--- src/hw/rtl/msl_pkg.sv ---
// Shared types and codes for the sample locator.
package msl_pkg;

	// Request codes, as carried on req_type.
	typedef enum logic [1:0] {
		OP_CHUNK_WR = 2'd0,
		OP_RUN_WR   = 2'd1,
		OP_SAMPLE   = 2'd2,
		OP_BEGIN    = 2'd3
	} op_t;

	// Result status codes.
	localparam logic [1:0] ST_PLACED    = 2'd0;
	localparam logic [1:0] ST_NO_TABLE  = 2'd1;
	localparam logic [1:0] ST_ZERO_RUN  = 2'd2;
	localparam logic [1:0] ST_EXHAUSTED = 2'd3;

	// Config register index, taken from paddr[2].
	localparam logic [0:0] REG_CHUNKS = 1'b0;
	localparam logic [0:0] REG_RUNS   = 1'b1;

	localparam int CHUNKS_W = 13;
	localparam int RUNS_W   = 11;
	localparam int IDX_W    = 12;

	// Classified command word passed from front to back.
	// data: chunk offset, {first chunk, samples per chunk}, or sample size.
	typedef struct packed {
		op_t              op;
		logic [IDX_W-1:0] idx;
		logic [63:0]      data;
	} cmd_t;

endpackage

--- src/hw/rtl/msl_front.sv ---
// Input stage: takes words, drops out-of-range table writes, queues commands.
module msl_front #(
	parameter int CHUNK_DEPTH = 4096,
	parameter int RUN_DEPTH   = 1024
) (
	input  logic                     clk,
	input  logic                     arst_n,
	input  logic                     push,
	output logic                     full,
	input  logic [1:0]               req_type,
	input  logic [11:0]              table_index,
	input  logic [63:0]              chunk_offset,
	input  logic [31:0]              run_first_chunk,
	input  logic [31:0]              run_samples_per_chunk,
	input  logic [31:0]              sample_size,
	output logic                     cmd_valid,
	output msl_pkg::cmd_t            cmd,
	input  logic                     cmd_pop
);

	msl_pkg::cmd_t new_cmd;
	msl_pkg::cmd_t fifo_q [2];
	logic          keep;
	logic          enq;
	logic [1:0]    cnt_q;
	logic          wr_ptr_q;
	logic          rd_ptr_q;

	always_comb begin
		new_cmd.op   = msl_pkg::op_t'(req_type);
		new_cmd.idx  = table_index;
		new_cmd.data = '0;
		keep         = 1'b1;
		unique case (new_cmd.op)
			msl_pkg::OP_CHUNK_WR: begin
				keep         = 32'(table_index) < 32'(CHUNK_DEPTH);
				new_cmd.data = chunk_offset;
			end
			msl_pkg::OP_RUN_WR: begin
				keep         = 32'(table_index) < 32'(RUN_DEPTH);
				new_cmd.data = {run_first_chunk, run_samples_per_chunk};
			end
			msl_pkg::OP_SAMPLE: begin
				new_cmd.data = 64'(sample_size);
			end
			msl_pkg::OP_BEGIN: begin
				new_cmd.data = '0;
			end
		endcase
	end

	assign full      = (cnt_q == 2'd2);
	assign enq       = push && !full && keep;
	assign cmd_valid = (cnt_q != 2'd0);
	assign cmd       = fifo_q[rd_ptr_q];

	always_ff @(posedge clk) begin
		if (enq) begin
			fifo_q[wr_ptr_q] <= new_cmd;
		end
	end

	always_ff @(posedge clk or negedge arst_n) begin
		if (!arst_n) begin
			cnt_q    <= '0;
			wr_ptr_q <= 1'b0;
			rd_ptr_q <= 1'b0;
		end else begin
			cnt_q <= cnt_q + 2'(enq) - 2'(cmd_pop);
			if (enq) begin
				wr_ptr_q <= !wr_ptr_q;
			end
			if (cmd_pop) begin
				rd_ptr_q <= !rd_ptr_q;
			end
		end
	end

endmodule

--- config.mk ---
export PLATFORM = sky130hd
export DESIGN_NAME = msl_front
export DESIGN_NICKNAME = d
export VERILOG_FILES = /design/src/hw/rtl/msl_pkg.sv /design/src/hw/rtl/msl_front.sv
export SDC_FILE = /design/constraint.sdc
export NUM_CORES = 1
export LEC_CHECK = 0
export BUFFER_PORTS_ARGS = -buffer_cell sky130_fd_sc_hd__buf_4
export CAP_MARGIN = 20
export CELL_PAD_IN_SITES_DETAIL_PLACEMENT = 1
export CELL_PAD_IN_SITES_GLOBAL_PLACEMENT = 2
export CORE_AREA = 2 2 157 159
export DETAILED_ROUTE_END_ITERATION = 7
export DIE_AREA = 0 0 159 161
export GPL_TIMING_DRIVEN = 0
export PLACE_DENSITY = 0.79
export SLEW_MARGIN = 20
export SYNTH_ARGS = -nofsm -noshare
export SYNTH_HDL_FRONTEND = slang
export SYNTH_SLANG_ARGS = --single-unit
--- constraint.sdc ---
create_clock -name clk -period 4.3 [get_ports clk]
set_input_delay 0 -clock clk [delete_from_list [all_inputs] [get_ports clk]]
set_output_delay 0 -clock clk [all_outputs]
set_load 0.005 [all_outputs]
== After elaboration in Yosys (flattened, before gate mapping) ==
Memories as Yosys holds them, arrays and structs flattened.
Cells that the tools add are included.
Storage, ports and cells
  input port bits: 178
  word-level logic and storage cells: 22
  output and inout bits: 80
  memory bits (writable): 156
  bits in registers: 4
  memories: 1
Memories
  fifo_q: words 2, width 78, rd ports 1, clocked after Yosys merged registers in 0, wr ports 1, line msl_front.sv:22  | msl_pkg::cmd_t fifo_q [2];
Cells by class
  mux-type cells: 4
  order comparisons: 1
  add/sub/neg operators: 2
  reductions and logical operators: 7
  eq/ne operators: 4
Operators with widths (number)
  case mux 64 bit (4 select lines): 1
  < comparator 12 x 11 -> 1 bit (second input constant): 1
  equality test 2 bit (second input constant): 3
  zero test 1 bit: 3
  2-to-1 mux 1 bit: 3
  adder 2 x 1 -> 2 bit: 1
  equality test 2 x 1 -> 1 bit (second input constant): 1
  logical AND 1 bit: 2
  zero test 2 bit: 1
  nonzero test 2 bit: 1
  subtractor 2 x 1 -> 2 bit: 1

== Longest topological paths before layout ==
  depth in word-level cells: 6
  depth in mapped cells: 7
  depth with buffers taken out: 6

== Worst setup path after synthesis ==
Ideal clock, no wire load.
  path kind: register to register
  start point: register cnt_q[1]
  end point: memory fifo_q[0][0] (netlist bit), enable pin
  stages on the path, launching flop included: 4
  setup slack: -0.359 ns
  path buffers: 0
  period minus slack after synthesis: 4.659 ns
  required time: 3.785 ns
  setup time: 0.515 ns
  data arrival time: 4.144 ns
  cell sequence: dfrtp_1 nor2b_1 a211o_1 nor2_1
Between the ends
  word-level cells in the longest chain between the ends: 6
Ends and longest elaborated chain
  start, declared: line msl_front.sv:25  | logic [1:0] cnt_q;
  start signal, assigned: line msl_front.sv:69  | cnt_q <= cnt_q + 2'(enq) - 2'(cmd_pop);
  equality test 2 bit: line msl_front.sv:52  | assign full = (cnt_q == 2'd2);
  named net full: line msl_front.sv:9  | output logic full,
  zero test 1 bit: line msl_front.sv:53  | assign enq = push && !full && keep;
  logical AND 1 bit (2 in series): line msl_front.sv:53
  2-to-1 mux 1 bit: line msl_front.sv:58  | if (enq) begin
  2-to-1 mux 1 bit (not written as such): line msl_front.sv:59  | fifo_q[wr_ptr_q] <= new_cmd;
  end, declared: line msl_front.sv:22
The timed path passes the listed nets, and every way through them passes these cells.

== Worst setup path after layout ==
  start point: input req_type[0]
  end point: memory fifo_q[0][17] (netlist bit), enable pin
Between the ends
  word-level cells in the longest chain between the ends: 5
Ends and longest elaborated chain
  start, declared: line msl_front.sv:10  | input logic [1:0] req_type,
  equality test 2 x 1 -> 1 bit: line msl_front.sv:34  | unique case (new_cmd.op)
  2-to-1 mux 1 bit: line msl_front.sv:34
  logical AND 1 bit: line msl_front.sv:53
  2-to-1 mux 1 bit: line msl_front.sv:58
  2-to-1 mux 1 bit (not written as such): line msl_front.sv:59
Every way passes these cells.

==> impl_metrics.json <==
{
  "placement.io_buffers": 257,
  "yosys.area_share.adder_pct": 0.355,
  "wirelength_um": 21100,
  "synth.cell_area_mm2": 0.00705,
  "worstSetupEndpointType": "flip-flop",
  "crit_path_end": "fifo_q[0][17]",
  "timing.critical_path.arrival_ns": 2.38,
  "antenna-diode-count": 0,
  "cts_buffers": 17,
  "remaining_drc_errors": 0,
  "finalCriticalPeriod_ns": 2.26,
  "nNetsFinal": 1030,
  "fill_cells": 2494,
  "fraction_of_layout_cells_with_a_size_suffix_above_1_pct": 38.6,
  "routedWlPerCell_um": 17.8,
  "final-setup-viol-count": 0,
  "clock-root-buffer": "sky130_fd_sc_hd__clkbuf_16",
  "vias": 5237,
  "flow.area_growth_from_synthesis_pct": 61.3,
  "layout_commonest_cell": "sky130_fd_sc_hd__buf_4",
  "die_y_um": 161,
  "internal_power_mw": 3.99,
  "detail_route.vias_per_cell": 4.41,
  "postRouteAntennaNets": 0,
  "layout.cells.non_filler": 1187,
  "drt_first_iter_violations": 186,
  "final_hold_viols": 0,
  "clk_transition_reported_paths_ns": 0.06,
  "power_frac_clock_pct": 27.0,
  "ys_types": 23,
  "place_inst": 1030,
  "boundaryPins": 258,
  "max-slew-margin-rel_pct": 62.9,
  "core-area_mm2": 0.0240,
  "grt_antenna_before_repair": 0,
  "critPathKind": "input port to flip-flop",
  "cts_resized": 0,
  "detailed_place_hpwl_um": 14200,
  "synth_simple_gate_area_share_pct": 3.87,
  "worstReg2RegStart": "cnt_q[1]",
  "seq_area_frac_synth_pct": 67.9,
  "worstSetupStartpointType": "input port",
  "cts_num_sinks": 160,
  "pwr-share-comb_pct": 34.3,
  "fp.dieW_um": 159,
  "syn-mean-instance-area_um2": 15.9,
  "holdCritPathClass": "input port to flip-flop",
  "synth.area.mux_share_pct": 22.1,
  "ff2ff_path_depth": 5,
  "synth-seq-cells": 160,
  "power_mw": 5.58,
  "total_grt_overflow": 0,
  "fin_crit_sh_pct": 52.5,
  "utilization_pct": 47.5,
  "worst-r2r-setup-slack_ns": 2.10,
  "fin_setup_tns_ns": 0,
  "start_util_pct": 29.4,
  "placementRows": 57,
  "firstDrtPassIters": 4,
  "power_density_over_the_cells_mw_per_mm2": 491,
  "timing_max_transition_violations_final": 0,
  "fraction_of_the_mapped_netlist_area_in_compound_gates_pct": 2.40,
  "grt_max_degree": 27,
  "p_seq_share_pct": 38.7,
  "cp-startpoint": "req_type[0]",
  "syn_inst": 443,
  "switching_share_of_power_pct": 28.6,
  "grt_setup_unrepaired": "false",
  "ctsHtreeMaxLevel": 4,
  "mostFrequentLayoutCells": "sky130_fd_sc_hd__buf_4, sky130_fd_sc_hd__edfxtp_1, sky130_fd_sc_hd__dlygate4sd3_1",
  "static-leakage-power_nw": 4.71,
  "first_global_vias": 5930,
  "vdd.ir_drop.worst_mv": 0.221,
  "area_after_detailed_placement_mm2": 0.00954,
  "synth_top_family_by_area": "multiplexers",
  "layout.cell_area.non_filler_mm2": 0.0114,
  "place_congestion": 0.751,
  "cp_data_required_time_ns": 4.43,
  "gr-usage-all-layers_pct": 16.6,
  "maxCapViolations": 0,
  "synth_nets": 623,
  "design.die.area_mm2": 0.0256,
  "max_freq_mhz": 443,
  "ys_warn_count": 0,
  "outcome": "finished, final reports clean",
  "clockBufferDepth": 2,
  "worst_r2r_endpoint": "fifo_q[0][17]",
  "crit_fanout": 24,
  "tritoncts_clock_tree": "built",
  "grt_pass1_wl_um": 32600,
  "tightestPinTransition_ns": 0.555,
  "yosys.area_share.xor_xnor_pct": 0.603,
  "clk_latency_ns": 0.42,
  "finalClockSkew_ns": 0.00836,
  "power_switching_mw": 1.60
}
==> sequential cells by signal (all words and copies together), names as in the netlist <==
register	count
rd_ptr_q	1
fifo_q	156
wr_ptr_q	1
cnt_q	2
==> cell families (layout without fill, tap and decap cells) <==
| logic type | count (synthesis) | after routing |
|---|---|---|
| adders and majority gates | 2 | 2 |
| muxes | 142 | 142 |
| buffers and inverters | 32 | 452 |
| xor gates and xnor gates | 4 | 4 |
| DFF | 160 | 160 |
| AOI/OAI and AO/OA | 33 | 33 |
| and+or+nand+nor | 70 | 70 |
==> synthesized netlist by cell type <==
| master | number | share of area (%) |
|---|---|---|
| sky130_fd_sc_hd__or2_0 | 1 | 0.089 |
| sky130_fd_sc_hd__dfrtp_1 | 4 | 1.4 |
| sky130_fd_sc_hd__buf_1 | 1 | 0.053 |
| sky130_fd_sc_hd__mux2_1 | 68 | 11 |
| sky130_fd_sc_hd__nor2b_1 | 2 | 0.18 |
| sky130_fd_sc_hd__a211o_1 | 1 | 0.12 |
| sky130_fd_sc_hd__buf_2 | 16 | 1.1 |
| sky130_fd_sc_hd__nor2_1 | 34 | 1.8 |
| sky130_fd_sc_hd__buf_4 | 2 | 0.21 |
| sky130_fd_sc_hd__inv_2 | 1 | 0.053 |
| sky130_fd_sc_hd__inv_1 | 4 | 0.21 |
| sky130_fd_sc_hd__mux2_4 | 10 | 2.1 |
| sky130_fd_sc_hd__edfxtp_1 | 156 | 66 |
| sky130_fd_sc_hd__xnor2_2 | 1 | 0.23 |
| sky130_fd_sc_hd__xor2_1 | 1 | 0.12 |
| sky130_fd_sc_hd__or2_2 | 1 | 0.089 |
| sky130_fd_sc_hd__clkbuf_1 | 1 | 0.053 |
| sky130_fd_sc_hd__buf_6 | 7 | 1.1 |
| sky130_fd_sc_hd__nand2_1 | 32 | 1.7 |
| sky130_fd_sc_hd__o21ai_1 | 32 | 2.3 |
| sky130_fd_sc_hd__mux2i_1 | 64 | 9.1 |
| sky130_fd_sc_hd__xnor2_1 | 2 | 0.25 |
| sky130_fd_sc_hd__ha_1 | 2 | 0.35 |
==> worst min-delay path by stage <==
| stage | from | endpoint | slack, ns | depth (start not counted) |
|---|---|---|---|---|
| 6_report | chunk_offset[13] | fifo_q[1][13] | 0.008 | 3 |
| 5_1_grt | sample_size[23] | fifo_q[1][23] | 0.02 | 3 |
| 4_1_cts | chunk_offset[10] | fifo_q[0][10] | 0.007 | 3 |
| 3_5_place_dp | arst_n | rd_ptr_q | -0.19 | 1 |
| 3_3_place_gp | arst_n | rd_ptr_q | -0.20 | 1 |
| 2_1_floorplan | arst_n | cnt_q[0] | -0.30 | 0 |
==> timing repair <==
item | CTS | global route
hold buffers | 125 | 0
buffers inserted | 0 | 0
endpoints found under the hold margin | 155 | 0
==> metrics by stage <==
step / hold slack (ns) / setup slack, ns
6_report: 0.00767 / 2.04
5_1_grt: 0.0250 / 1.94
4_1_cts: 0.00746 / 2.02
3_5_place_dp: -0.194 / 2.08
3_3_place_gp: -0.201 / -2.14
2_1_floorplan: -0.296 / -0.359
==> power by group through the flow <==
stage | Combinational [mW] | Sequential [mW] | Clock (mW)
floorplan | 0.819 | 2.21 | 0
global route | 2.07 | 2.19 | 1.61
finish | 1.92 | 2.16 | 1.50
global placement | 1.71 | 2.24 | 0
detailed placement | 1.83 | 2.20 | 0
CTS | 1.95 | 2.16 | 1.54
==> metal layers <==
metal  global-route usage (%)  part of all wire, %
met1                     18.9                   40
met2                     30.8                   53
met3                     4.13                  5.2
met4                     4.83                  1.7
met5                        0                    0
==> cell type report <==
type / instances / area [µm²] / share of cell area [%]
Clock inverter: 13 / 154 / 1.35
Multi-Input combinational cell: 251 / 2080 / 18.3
Buffer: 27 / 181 / 1.60
Tap cell: 324 / 405 / 3.56
Clock buffer: 19 / 433 / 3.81
Inverter: 5 / 18.8 / 0.165
Timing Repair Buffer: 388 / 3320 / 29.2
Sequential cell: 160 / 4780 / 42.1
==> critical path, stage by stage <==
cell	delay (ns)
sky130_fd_sc_hd__dlygate4sd3_1	0.56
sky130_fd_sc_hd__buf_4	0.16
sky130_fd_sc_hd__nor2b_1	0.12
sky130_fd_sc_hd__buf_2	0.19
sky130_fd_sc_hd__a211o_1	0.41
sky130_fd_sc_hd__nor2_4	0.48
sky130_fd_sc_hd__buf_12	0.26
sky130_fd_sc_hd__buf_16	0.17
No activity file was read; power rests on OpenSTA's default activity.
